<file path="config.mk">
export PLATFORM = sky130hd
export DESIGN_NAME = start_length_xor_frame_receiver_top
export DESIGN_NICKNAME = d
export VERILOG_FILES = /design/src/design/slxr_pkg.sv /design/src/design/slxr_cfg.sv /design/src/design/slxr_core.sv /design/src/design/start_length_xor_frame_receiver_top.sv
export SDC_FILE = /design/constraint.sdc
export NUM_CORES = 1
export LEC_CHECK = 0
export ABC_AREA = 1
export BUFFER_PORTS_ARGS = -buffer_cell sky130_fd_sc_hd__buf_4
export CAP_MARGIN = 10
export CORE_ASPECT_RATIO = 0.5
export CORE_MARGIN = 5
export CORE_UTILIZATION = 52
export DETAILED_ROUTE_END_ITERATION = 10
export PLACE_DENSITY = 0.72
export SLEW_MARGIN = 25
export SYNTH_ARGS = -nofsm -noshare
export SYNTH_HDL_FRONTEND = slang
export SYNTH_HIERARCHICAL = 1
export SYNTH_SLANG_ARGS = --single-unit
</file>
<file path="constraint.sdc">
create_clock -name clk -period 2.8 [get_ports clk]
set_clock_uncertainty 0.15 [all_clocks]
set_input_delay 0.42 -clock clk [delete_from_list [all_inputs] [get_ports clk]]
set_output_delay 0.42 -clock clk [all_outputs]
set_load 0.01 [all_outputs]
</file>
<file path="src/design/slxr_pkg.sv">
// shared types and constants of the start/length/xor frame receiver
`default_nettype none
package slxr_pkg;

	localparam int unsigned CfgCount   = 3;
	localparam int unsigned CfgIdxW    = 2;
	localparam int unsigned CfgDataW   = 8;

	localparam logic [7:0] StartCodeRst    = 8'h51;
	localparam logic [5:0] StartLimitRst   = 6'd50;
	localparam logic [5:0] MessageLimitRst = 6'd50;
	localparam logic [8:0] FrameOverhead   = 9'd2;

	typedef enum logic [CfgIdxW-1:0] {
		REG_START_CODE    = 2'd0,
		REG_START_LIMIT   = 2'd1,
		REG_MESSAGE_LIMIT = 2'd2
	} reg_idx_t;

	typedef enum logic [1:0] {
		CMD_ARM  = 2'd0,
		CMD_BYTE = 2'd1,
		CMD_LOST = 2'd2
	} cmd_t;

	typedef enum logic [1:0] {
		PH_IDLE = 2'd0,
		PH_HUNT = 2'd1,
		PH_BODY = 2'd2
	} phase_t;

	typedef enum logic [2:0] {
		ST_BUSY     = 3'd0,
		ST_OK       = 3'd1,
		ST_BADSUM   = 3'd2,
		ST_NOSTART  = 3'd3,
		ST_MSGTIME  = 3'd4,
		ST_LINKTIME = 3'd5
	} status_t;

	typedef struct packed {
		logic [1:0] cmd;
		logic [7:0] rx_byte;
	} req_t;

	typedef struct packed {
		status_t    frame_status;
		logic [7:0] data_byte;
		logic [5:0] byte_index;
		logic       last;
	} res_t;

	typedef struct packed {
		logic [7:0] start_code;
		logic [5:0] start_limit;
		logic [5:0] message_limit;
	} cfg_t;

endpackage
`default_nettype wire

</file>
<file path="src/design/slxr_cfg.sv">
// configuration registers of the frame receiver
`default_nettype none
module slxr_cfg import slxr_pkg::*; (
	input  wire logic                clk,
	input  wire logic                arst_n,
	input  wire logic                cfg_we,
	input  wire logic [CfgIdxW-1:0]  cfg_index,
	input  wire logic [CfgDataW-1:0] cfg_data,
	output cfg_t                     cfg
);

	cfg_t cfg_q;

	always_ff @(posedge clk or negedge arst_n) begin
		if (!arst_n) begin
			cfg_q.start_code    <= StartCodeRst;
			cfg_q.start_limit   <= StartLimitRst;
			cfg_q.message_limit <= MessageLimitRst;
		end else if (cfg_we) begin
			unique case (reg_idx_t'(cfg_index))
				REG_START_CODE:    cfg_q.start_code    <= cfg_data;
				REG_START_LIMIT:   cfg_q.start_limit   <= cfg_data[5:0];
				REG_MESSAGE_LIMIT: cfg_q.message_limit <= cfg_data[5:0];
				default: ;
			endcase
		end
	end

	assign cfg = cfg_q;

endmodule
`default_nettype wire

</file>
<file path="src/design/slxr_core.sv">
// frame state machine: hunt, length, running xor and result build
`default_nettype none
module slxr_core import slxr_pkg::*; (
	input  wire logic clk,
	input  wire logic arst_n,
	input  wire logic step,
	input  wire req_t req,
	input  wire cfg_t cfg,
	output logic      has_result,
	output res_t      result
);

	phase_t     phase_q, phase_d;
	logic [5:0] hunt_count_q, hunt_count_d;
	logic [5:0] body_count_q, body_count_d;
	logic [5:0] bytes_taken_q, bytes_taken_d;
	logic [8:0] frame_size_q, frame_size_d;
	logic       size_known_q, size_known_d;
	logic [7:0] running_xor_q, running_xor_d;

	logic [8:0] size_now;
	logic [6:0] taken_sum;

	always_ff @(posedge clk or negedge arst_n) begin
		if (!arst_n) begin
			phase_q       <= PH_IDLE;
			hunt_count_q  <= '0;
			body_count_q  <= '0;
			bytes_taken_q <= '0;
			frame_size_q  <= '0;
			size_known_q  <= 1'b0;
			running_xor_q <= '0;
		end else if (step) begin
			phase_q       <= phase_d;
			hunt_count_q  <= hunt_count_d;
			body_count_q  <= body_count_d;
			bytes_taken_q <= bytes_taken_d;
			frame_size_q  <= frame_size_d;
			size_known_q  <= size_known_d;
			running_xor_q <= running_xor_d;
		end
	end

	// first body byte is the length, size is known from that byte on
	assign size_now  = size_known_q ? frame_size_q : ({1'b0, req.rx_byte} + FrameOverhead);
	assign taken_sum = {1'b0, bytes_taken_q} + 7'd1;

	always_comb begin
		phase_d       = phase_q;
		hunt_count_d  = hunt_count_q;
		body_count_d  = body_count_q;
		bytes_taken_d = bytes_taken_q;
		frame_size_d  = frame_size_q;
		size_known_d  = size_known_q;
		running_xor_d = running_xor_q;
		has_result    = 1'b0;
		result        = '0;
		result.frame_status = ST_BUSY;

		unique case (req.cmd)
			CMD_ARM: begin
				phase_d       = PH_HUNT;
				hunt_count_d  = '0;
				body_count_d  = '0;
				bytes_taken_d = '0;
				frame_size_d  = '0;
				size_known_d  = 1'b0;
				running_xor_d = '0;
			end
			CMD_LOST: begin
				if (phase_q == PH_HUNT || phase_q == PH_BODY) begin
					phase_d             = PH_IDLE;
					has_result          = 1'b1;
					result.frame_status = ST_LINKTIME;
					result.last         = 1'b1;
				end
			end
			CMD_BYTE: begin
				unique case (phase_q)
					PH_HUNT: begin
						hunt_count_d = hunt_count_q + 6'd1;
						if (req.rx_byte == cfg.start_code) begin
							phase_d          = PH_BODY;
							body_count_d     = '0;
							bytes_taken_d    = 6'd1;
							running_xor_d    = req.rx_byte;
							has_result       = 1'b1;
							result.data_byte = req.rx_byte;
						end else if (hunt_count_q >= cfg.start_limit) begin
							phase_d             = PH_IDLE;
							has_result          = 1'b1;
							result.frame_status = ST_NOSTART;
							result.last         = 1'b1;
						end
					end
					PH_BODY: begin
						body_count_d  = body_count_q + 6'd1;
						frame_size_d  = size_now;
						size_known_d  = 1'b1;
						bytes_taken_d = taken_sum[5:0];
						has_result    = 1'b1;
						if ({2'b00, taken_sum} >= size_now) begin
							// checksum byte equals xor of everything before it
							phase_d             = PH_IDLE;
							running_xor_d       = running_xor_q ^ req.rx_byte;
							result.frame_status = (req.rx_byte == running_xor_q) ?
								ST_OK : ST_BADSUM;
							result.data_byte    = req.rx_byte;
							result.byte_index   = bytes_taken_q;
							result.last         = 1'b1;
						end else if (body_count_q >= cfg.message_limit) begin
							phase_d             = PH_IDLE;
							result.frame_status = ST_MSGTIME;
							result.last         = 1'b1;
						end else begin
							running_xor_d     = running_xor_q ^ req.rx_byte;
							result.data_byte  = req.rx_byte;
							result.byte_index = bytes_taken_q;
						end
					end
					default: ;
				endcase
			end
			default: ;
		endcase
	end

endmodule
`default_nettype wire

</file>
<file path="src/design/start_length_xor_frame_receiver_top.sv">
// top level of the start/length/xor frame receiver
// a request transaction waits in the input stage, and its result is registered in the result stage
// throughput: one request transaction per cycle while the result side keeps up
// the rate is set by the single input stage feeding the frame logic and result register
// reset: arst_n clears both stages, the frame state (phase idle) and restores
// the configuration defaults (start code 0x51, both limits 50)
`default_nettype none
module start_length_xor_frame_receiver_top import slxr_pkg::*; (
	input  wire logic                clk,
	input  wire logic                arst_n,
	// request channel
	input  wire logic                req_valid,
	output logic                     req_ready,
	input  wire req_t                req,
	// result channel
	output logic                     res_valid,
	input  wire logic                res_ready,
	output res_t                     res,
	// configuration write port
	input  wire logic                cfg_we,
	input  wire logic [CfgIdxW-1:0]  cfg_index,
	input  wire logic [CfgDataW-1:0] cfg_data
);

	// input stage
	logic valid_s1;
	req_t req_s1;

	// result stage
	logic valid_s2;
	res_t res_s2;

	cfg_t cfg;
	logic advance;
	logic has_result;
	res_t result;

	// the stage moves on when the result slot is free or being drained,
	// so a waiting result blocks the next request transaction only while it is not being drained
	assign advance   = valid_s1 && (!valid_s2 || res_ready);
	assign req_ready = !valid_s1 || advance;

	always_ff @(posedge clk or negedge arst_n) begin
		if (!arst_n) begin
			valid_s1 <= 1'b0;
		end else if (req_ready) begin
			valid_s1 <= req_valid;
		end
	end

	// payload needs no reset
	always_ff @(posedge clk) begin
		if (req_valid && req_ready) begin
			req_s1 <= req;
		end
	end

	slxr_cfg u_cfg (
		.clk       (clk),
		.arst_n    (arst_n),
		.cfg_we    (cfg_we),
		.cfg_index (cfg_index),
		.cfg_data  (cfg_data),
		.cfg       (cfg)
	);

	// frame state only changes when the staged transaction is consumed
	slxr_core u_core (
		.clk        (clk),
		.arst_n     (arst_n),
		.step       (advance),
		.req        (req_s1),
		.cfg        (cfg),
		.has_result (has_result),
		.result     (result)
	);

	// requests that produce nothing (arm, idle bytes, quiet hunt bytes) just drop out
	always_ff @(posedge clk or negedge arst_n) begin
		if (!arst_n) begin
			valid_s2 <= 1'b0;
		end else if (advance && has_result) begin
			valid_s2 <= 1'b1;
		end else if (res_ready) begin
			valid_s2 <= 1'b0;
		end
	end

	always_ff @(posedge clk) begin
		if (advance && has_result) begin
			res_s2 <= result;
		end
	end

	assign res_valid = valid_s2;
	assign res       = res_s2;

	// only final results end an attempt
	a_last_matches_status: assert property (@(posedge clk) disable iff (!arst_n)
		res_valid |-> (res.last == (res.frame_status != ST_BUSY)))
		else $error("last flag disagrees with frame status");

	// failure results carry no byte
	a_fail_no_data: assert property (@(posedge clk) disable iff (!arst_n)
		(res_valid && (res.frame_status == ST_NOSTART || res.frame_status == ST_MSGTIME ||
			res.frame_status == ST_LINKTIME)) |-> (res.data_byte == '0 && res.byte_index == '0))
		else $error("failure result carries data");

	// an accepted transaction always lands in the input stage
	a_accept_staged: assert property (@(posedge clk) disable iff (!arst_n)
		(req_valid && req_ready) |=> valid_s1)
		else $error("accepted transaction lost before the input stage");

	// a blocked input stage keeps its transaction
	a_stage_holds: assert property (@(posedge clk) disable iff (!arst_n)
		(valid_s1 && !advance) |=> (valid_s1 && $stable(req_s1)))
		else $error("input stage dropped a stalled transaction");

endmodule
`default_nettype wire

</file>
After elaboration in Yosys (flattened, before gate mapping)
Cells that the tools add are included.
W data, S select, Z words.
{ "op_classes": {"eq_ne": 16, "n_lt_le_gt_ge": 3, "n_reduce_logical": 22, "muxes": 46, "bitwise_logic": 1, "n_addsub": 4} }
{ "ops": {"columns": ["cell", "n"], "rows": [
  ["$pmux W6 S2", 5],
  ["$mux W8", 4],
  ["$pmux W8 S2", 2],
  ["$pmux W11 S2", 1],
  ["$mux W18", 1],
  ["$mux W6", 3],
  ["$mux W9", 2],
  ["$pmux W9 S2", 1],
  ["$eq A8 B8 Y1", 2],
  ["$mux W14", 1],
  ["$mux W2", 7],
  ["$add A6 B1 Y6 const B", 2],
  ["$ge A6 B6 Y1", 2],
  ["$ne A4 B4 Y1 const B", 3],
  ["$pmux W1 S2", 5],
  ["$add A8 B2 Y9 const B", 1],
  ["$ge A7 B9 Y1", 1],
  ["$mux W3", 3],
  ["$mux W1", 8],
  ["$reduce_and A2 Y1", 4],
  ["$xor A8 B8 Y8", 1],
  ["$add A6 B1 Y7 const B", 1],
  ["$eq A2 B1 Y1 const B", 3],
  ["$eq A2 B2 Y1 const B", 3],
  ["other kinds (16)", 26]
]} }
{ "word_totals": {"in_bits": 25, "register_bits": 88, "elab_cells": 110} }

Logic depth before layout (Yosys ltp)
Gate-level depths: netlist (run 1).
{ "logic_depth": {"depth_word": 7, "mapped_depth": 20, "ltp_nobuf": 19} }

Modules after synthesis
Netlist (run 1), hierarchy kept.
{ "by_module_without_submodules": {"columns": ["module", "area_each_um2", "n_inst", "cells_per_inst"], "rows": [
  ["slxr_core", 3233.1, 1, 440],
  ["start_length_xor_frame_receiver_top", 947.2, 1, 43],
  ["slxr_cfg", 853.3, 1, 90]
]} }

Least setup slack after synthesis (run 1)
OpenSTA, ideal clock, no wires.
{ "synth_timing": {"path_kind": "flip-flop to flip-flop", "startpoint": "register u_cfg.cfg_q, in the netlist u_cfg/cfg[11]", "endpoint": "register res_s2, in the netlist res[0], enable pin", "period_less_slack_ns": 2.813, "setup_slack_ns": -0.013, "setup_time_ns": 0.393, "t_arrival_ns": 2.271, "path_stages_with_launch": 11, "path_cell_list": "dfstp_2 inv_1 ha_1 nand2_1 nor3_1 nor2_1 a21oi_1 o21ai_0 nand2_1 inv_1 nor2_1"} }
{ "synth_via": {"elab_chain_len": 6} }
{ "synth_lines": {"columns": ["item", "line", "source"], "rows": [
  ["start: declaration", "slxr_cfg.sv:12", "cfg_t cfg_q;"],
  ["$ge A6 B6 Y1", "slxr_core.sv:89", "end else if (hunt_count_q >= cfg.start_limit) begin"],
  ["$mux W1", "slxr_core.sv:89", null],
  ["$mux W1", "slxr_core.sv:82", "if (req.rx_byte == cfg.start_code) begin"],
  ["$pmux W1 S2", "slxr_core.sv:79", "unique case (phase_q)"],
  ["$pmux W1 S2", "slxr_core.sv:60", "unique case (req.cmd)"],
  ["via has_result", "start_length_xor_frame_receiver_top.sv:35", "logic has_result;"],
  ["$logic_and A1 B1 Y1", "start_length_xor_frame_receiver_top.sv:90", "if (advance && has_result) begin"],
  ["end signal: assignment", "start_length_xor_frame_receiver_top.sv:91", "res_s2 <= result;"],
  ["end: declaration", "start_length_xor_frame_receiver_top.sv:31", "res_t res_s2;"]
]} }
The timed path passes the listed nets, and every way through them passes these cells.
A chain may end at the register's enable or synchronous reset.

Final worst setup path (run 1)
{ "layout_timing": {"startpoint": "register req_s1[1] (netlist bit)", "endpoint": "register u_core.phase_q[1]"} }
{ "layout_via": {"elab_chain_len": 6, "word_cells_on_any_way": 11} }
{ "layout_lines": {"columns": ["item", "line", "source"], "rows": [
  ["start: declaration", "start_length_xor_frame_receiver_top.sv:27", "req_t req_s1;"],
  ["start signal: assignment", "start_length_xor_frame_receiver_top.sv:54", "req_s1 <= req;"],
  ["$add A8 B2 Y9", "slxr_core.sv:45", "assign size_now = size_known_q ? frame_size_q : ({1'b0, req.rx_byte} + FrameOverhead);"],
  ["$mux W9", "slxr_core.sv:45", null],
  ["$ge A7 B9 Y1", "slxr_core.sv:102", "if ({2'b00, taken_sum} >= size_now) begin"],
  ["$mux W2", "slxr_core.sv:102", null],
  ["$pmux W2 S2", "slxr_core.sv:79", null],
  ["$pmux W2 S3", "slxr_core.sv:60", null],
  ["end signal: assignment", "slxr_core.sv:34", "phase_q <= phase_d;"],
  ["end: declaration", "slxr_core.sv:13", "phase_t phase_q, phase_d;"]
]} }
Several ways; a longest one is shown, not always the timed one.

==> results of run 1 <==
## critical path, cell delays in order, from the launching register on
cell      delay [ns]
edfxtp_1        0.48
ha_2            0.25
nand3_2         0.10
a21oi_2         0.16
a22oi_2         0.08
ha_1            0.29
nand2_1         0.07
nor3_1          0.15
nand2_1         0.10
nand3_2         0.12
nand2_4         0.09
buf_4           0.14
buf_4           0.12
nand3_1         0.12
nand2_1         0.09
nand2_1         0.06
nand2_1         0.05
## kinds of logic (layout without fill, tap and decap cells)
group                    after synthesis  in the layout  synth area share
adder cells (fa/ha/maj)               30             30            0.0746
XOR/XNOR                              21             21            0.0410
flip-flops                            88             88             0.468
AO/OA/AOI/OAI                         71             71            0.0858
AND/OR/NAND/NOR                      280            280             0.255
buffers and inverters                 83            150            0.0763
## placed cells by master, fill, tap and decap left out, types with 2 or more instances in the layout
cell,n
a21oi_1,9
a21oi_2,2
a22oi_2,2
buf_12,2
buf_4,63
clkbuf_16,9
clkbuf_8,2
clkinv_2,4
dfrtp_1,50
dfstp_2,9
edfxtp_1,28
ha_1,27
ha_2,3
inv_1,60
inv_2,8
nand2_1,148
nand2_2,7
nand2_4,4
nand3_1,39
nand3_2,3
nand4_1,18
nor2_1,36
nor2_2,10
nor3_1,4
nor3_2,6
o211ai_1,2
o21a_1,2
o21ai_0,29
o21ai_1,4
o21ai_2,4
o22ai_1,9
xnor2_1,11
xnor2_2,3
xor2_1,7
## through the flow
stage	power, W	setup WS, ns	instance area, sq um	cells
after floorplan	0.00196	0.249	5040	573
after global placement	0.00213	0.109	5520	750
after detailed placement	0.00214	0.0353	5520	750
after CTS	0.00328	0.0109	5790	766
after global routing	0.00345	-0.0997	5950	775
final	0.00328	0.0669	5950	775
## synth_stat cells (2+ instances only)
library cell / number
o21a_1: 2
dfstp_2: 9
nor3_1: 4
inv_2: 7
edfxtp_1: 28
xnor2_2: 3
o21ai_1: 2
o21ai_0: 34
nor3_2: 6
buf_6: 8
inv_1: 61
nor2_2: 5
o22ai_1: 9
xnor2_1: 11
nand2_4: 3
a22oi_1: 2
nand3_1: 40
nand3_2: 2
nand2_2: 4
buf_2: 3
nor2_1: 42
ha_1: 30
xor2_1: 7
a21oi_1: 10
dfrtp_1: 51
nand2_1: 152
o211ai_1: 2
nand4_1: 18
## power by group through the flow
stage | Sequential [W] | Clock (W) | Combinational [W]
2_1_floorplan | 0.00153 | 0 | 0.000430
3_5_place_dp | 0.00156 | 0 | 0.000587
6_report | 0.00154 | 0.00112 | 0.000621
3_3_place_gp | 0.00155 | 0 | 0.000572
5_1_grt | 0.00155 | 0.00120 | 0.000703
4_1_cts | 0.00153 | 0.00115 | 0.000596
## sequential cells by signal (all words and copies together), names as in the netlist
| name | cells |
|---|---|
| req_s1 | 10 |
| u_core/frame_size_q | 9 |
| u_core/body_count_q | 6 |
| u_core/phase_q | 2 |
| u_core/size_known_q | 1 |
| u_core/bytes_taken_q | 6 |
| u_core/running_xor_q | 8 |
| res | 18 |
| res_valid | 1 |
| u_cfg/cfg | 20 |
| valid_s1 | 1 |
| u_core/hunt_count_q | 6 |
## layer usage
layer,share of wire,wire [microns],up-vias
met5,0,0,-
met4,0.012,146,0
met3,0.071,835,12
met2,0.44,5200,131
met1,0.47,5510,1971
li1,-,-,2018
## final cells by class
| cell class | instances | area (sq um) | share of cell area |
|---|---|---|---|
| Sequential cell | 88 | 2350 | 0.396 |
| Tap cell | 135 | 169 | 0.0284 |
| Multi-Input combinational cell | 402 | 2370 | 0.399 |
| Clock buffer | 12 | 256 | 0.0431 |
| Clock inverter | 4 | 20.0 | 0.00336 |
| Timing Repair Buffer | 65 | 513 | 0.0862 |
| Inverter | 69 | 264 | 0.0444 |
## worst paths after layout
kind | depth (start not counted) | startpoint | slack, ns | to
worst max-delay path | 16 | req_s1[1] | 0.07 | u_core/phase_q[1]
worst min-delay path | 1 | arst_n | 0.01 | u_core/body_count_q[4]
worst max register to register | 16 | req_s1[1] | 0.07 | u_core/phase_q[1]
worst min register to register | 2 | u_cfg/cfg[4] | 0.31 | u_cfg/cfg[4]
max in group asynchronous | 1 | arst_n | 1.94 | u_core/bytes_taken_q[0]
min in group clk | 1 | req[0] | 0.11 | req_s1[0]
## what timing repair did
item,in CTS,in global routing
gates resized for setup,0,29
endpoints found under the setup margin,0,28
setup buffers,0,9
==> results.toml, run 1 <==
[floorplan]
die_w_microns = 149
ios = 45
placementRows = 25
fp.dieH_microns = 79.6
initial_utilization = 0.533
die-area_sq_um = 11900
core_sq_um = 9450

[critical_path]
start_kind = "flop"
path_class = "flop to flop"
required_ns = 2.88
endpoint_kind = "flop"
critPathMaxFanout = 6
worstPathArrival_ns = 2.81

[route]
dr.pass1.iters = 5
vias = 4132
initialDrtViolationCount = 290
wirelength_microns = 11700
drc = 0
antenna_left = 0
avgViaCountPerCell = 5.33
avgRoutedWirePerCell_microns = 15.1

[global_routing]
grt_usage = 0.203
antenna_found_initial = 0
grt_use_met3 = 0.0499
grt_pass1_vias = 3745
grt_max_degree = 61
overflow = 0
met2_usage = 0.303
grt_pass1_wl_microns = 18800
met1_usage = 0.292
busiest_layer = "met2"

[power_and_ir_drop]
power_density_nw_per_um2 = 551
power_frac_seq = 0.468
p_sw_frac = 0.290
clkPwrFrac = 0.343
comb_power_share = 0.189
peakVddDrop_mv = 0.342
p_leak_nw = 2.86
p_int_w = 0.00233
power.switching_w = 0.000951

[synth]
syn-cell-area_sq_um = 5030
ys.flop_type = "dfrtp_1"
synthCells = 573
synth_top_area_cell = "dfrtp_1"
ys_seq_area_frac = 0.468
syn_nets = 628
ys_warn_count = 6
synth.top_cells.by_area = "dfrtp_1 25%, edfxtp_1 17%, nand2_1 11%, ha_1 7.5%, dfstp_2 4.7%"
synth-seq-cells = 88
synthArstFlopShare = 0.682
yosysUniqueCellTypes = 46
synth_top_area_frac = 0.254
synth_edf_count = 28
syn_avg_cell_area_sq_um = 8.78

[clock_network]
ctsRootBufferMaster = "clkbuf_16"
cts_hold_buf = 0
clock_latency_ns = 0.34
htreeDepth = 3
numCtsBuffers = 9
cts_tree = "built"
cts_sinks = 88
clk_pin_slew_ns = 0.06
cts_buffer_depth = 2

[timing]
whs_ns = 0.00960
worst_pin_slew_ns = 0.774
setup_tns_ns = 0
fmax_mhz = 366
period_share = 0.976
period_minus_slack_ns = 2.73
rsz0062_at_grt = "yes"
setup_violations = 0
slew_headroom = 0.484
hold_viol = 0
slew_viol_final = 0

[final_layout]
syn2layout_area_growth_pct = 18.2
n_antenna_cell = 0
final_nets = 690
layout-drive-gt1-share = 0.233
fillCellCount = 815
utilization = 0.630

[flow_run]
maxCapViolCount = 0

[place]
routabilityCongestion = 0.907
hpwlAfterDp_microns = 8360
io_buffers = 44

[min_path]
hold_path.class = "input pin to async pin"

[outcome]
status = "complete, no violations"
Note: power is estimated with default switching activity, not from simulation.
==> run 2: changes to the inputs <==
--- a/config.mk
+++ b/config.mk
@@ -12,7 +12,9 @@
 export CORE_MARGIN = 5
 export CORE_UTILIZATION = 52
 export DETAILED_ROUTE_END_ITERATION = 10
+export HOLD_SLACK_MARGIN = 0.03
 export PLACE_DENSITY = 0.72
+export REMOVE_ABC_BUFFERS = 1
 export SLEW_MARGIN = 25
 export SYNTH_ARGS = -nofsm -noshare
 export SYNTH_HDL_FRONTEND = slang
==> run 2 against run 1 <==
  * Cell count down 0.77%
  * Power up 0.10%
  * Via count down 0.58%
  * Non-clock buffer count down 6
  * First-iteration DRC count down 6.9%
  * Sequential cell count unchanged
  * Global-route usage down 0.53 points
  * Die area unchanged
  * Critical path depth up 1
  * Sequential share of layout area up 0.58 points
  * Critical path type unchanged
  * Largest cell class is now flip-flops and latches
==> results.toml, run 2 (synthesis gave the netlist of run 1 again) <==
[clock_network]
clock_latency_ns = 0.34
cts_tree = "built"
htreeDepth = 3
ctsRootBufferMaster = "clkbuf_16"
cts_sinks = 88
numCtsBuffers = 9
cts_buffer_depth = 2
cts_hold_buf = 0
clk_pin_slew_ns = 0.06

[floorplan]
initial_utilization = 0.533
ios = 45
die_w_microns = 149
placementRows = 25
fp.dieH_microns = 79.6
core_sq_um = 9450
die-area_sq_um = 11900

[power_and_ir_drop]
p_int_w = 0.00236
clkPwrFrac = 0.350
power_density_nw_per_um2 = 560
power.switching_w = 0.000924
comb_power_share = 0.182
total_power_w = 0.00328
power_frac_seq = 0.467
p_sw_frac = 0.281
p_leak_nw = 2.83
peakVddDrop_mv = 0.295

[place]
hpwlAfterDp_microns = 8300
routabilityCongestion = 0.935
io_buffers = 44
placedCellCount = 749

[critical_path]
endpoint_kind = "flop"
start_kind = "flop"
path_class = "flop to flop"
required_ns = 2.74
startpoint = "req_s1[3]"
r2r_start = "req_s1[3]"
critPathMaxFanout = 8
worstPathArrival_ns = 2.60

[final_layout]
layout.cells.non_filler = 769
final_nets = 684
n_antenna_cell = 0
utilization = 0.621
final_common_cell = "nand2_1"
fillCellCount = 858
largest_reg_flops = 20
layout-drive-gt1-share = 0.208
syn2layout_area_growth_pct = 16.5
layout_common_cells = "149 x nand2_1, 59 x inv_1, 58 x buf_4"

[route]
dr.pass1.iters = 5
initialDrtViolationCount = 270
vias = 4108
avgRoutedWirePerCell_microns = 14.8
drc = 0
wirelength_microns = 11300
avgViaCountPerCell = 5.34
antenna_left = 0

[timing]
whs_ns = 0.00766
worst_pin_slew_ns = 0.789
period_minus_slack_ns = 2.67
period_share = 0.952
slew_viol_final = 0
slew_headroom = 0.474
hold_viol = 0
setup_tns_ns = 0
fmax_mhz = 375
setup_violations = 0

[global_routing]
grt_usage = 0.197
grt_pass1_vias = 3747
grt_pass1_wl_microns = 18400
antenna_found_initial = 0
overflow = 0
grt_max_degree = 61

[min_path]
hold_path.class = "input pin to async pin"

[flow_run]
maxCapViolCount = 0

[outcome]
status = "complete, no violations"
run 2: cell types whose count changed in the layout (fill, tap and decap cells not counted), sizes merged:
cell / delta
buf: -6
bufinv: +1
clkbuf: -1
run 2: worst paths after layout:
kind,slack [ns],cells past startpoint,endpoint
worst max-delay path,0.13,17,res[8]
worst min-delay path,0.008,1,u_cfg/cfg[2]
worst max register to register,0.13,17,res[8]
worst min register to register,0.31,2,u_cfg/cfg[7]
max in group asynchronous,1.94,1,u_core/bytes_taken_q[0]
min in group clk,0.11,1,req_s1[5]
run 2: power groups by stage:
stage | logic, W | clock network [W] | registers, W
2_1_floorplan | 0.000398 | 0 | 0.00154
3_3_place_gp | 0.000570 | 0 | 0.00155
3_5_place_dp | 0.000585 | 0 | 0.00156
4_1_cts | 0.000588 | 0.00117 | 0.00153
5_1_grt | 0.000679 | 0.00124 | 0.00155
6_report | 0.000599 | 0.00115 | 0.00153
run 2: stage by stage:
| step | worst slack [ns] | cell area, sq um |
|---|---|---|
| after detailed placement | 0.0228 | 5510 |
| after global routing | -0.0431 | 5860 |
| after CTS | 0.0173 | 5790 |
| final | 0.134 | 5860 |
| after floorplan | -0.0167 | 4910 |
| after global placement | 0.127 | 5510 |
run 2: metal layers:
| metal | track usage | vias to the layer above | part of all wire |
|---|---|---|---|
| met5 | 0 | - | 0 |
| met4 | 0.0566 | 0 | 0.013 |
| met3 | 0.0437 | 12 | 0.067 |
| met2 | 0.291 | 147 | 0.43 |
| met1 | 0.293 | 1938 | 0.49 |
| li1 | - | 2011 | - |
run 2: worst max-delay path, stage by stage (launching register included):
cell	delay [ns]
edfxtp_1	0.47
nand2_2	0.16
nor2_4	0.04
nand2_2	0.07
nand2_1	0.06
nand2_1	0.05
o21ai_1	0.07
ha_1	0.33
nand2_2	0.08
inv_1	0.04
nand2_1	0.06
nand3_1	0.08
nand2_1	0.09
nand3_2	0.09
nand2_4	0.10
nand2_2	0.08
a21oi_4	0.30
nor2_1	0.07
run 2: area by class of cell:
cell class,instances,area (sq um),share of cell area
inverters,69,264,0.0450
clock buffers,11,233,0.0397
well taps,135,169,0.0288
multi-input cells,402,2340,0.399
repair buffers,59,455,0.0777
clock inverters,5,48.8,0.00832
flip-flops and latches,88,2350,0.402
run 2: repair_timing:
| action | CTS | global route |
|---|---|---|
| resized for setup | 0 | 19 |
| setup endpoints to repair | 0 | 25 |
| setup buffers | 0 | 4 |
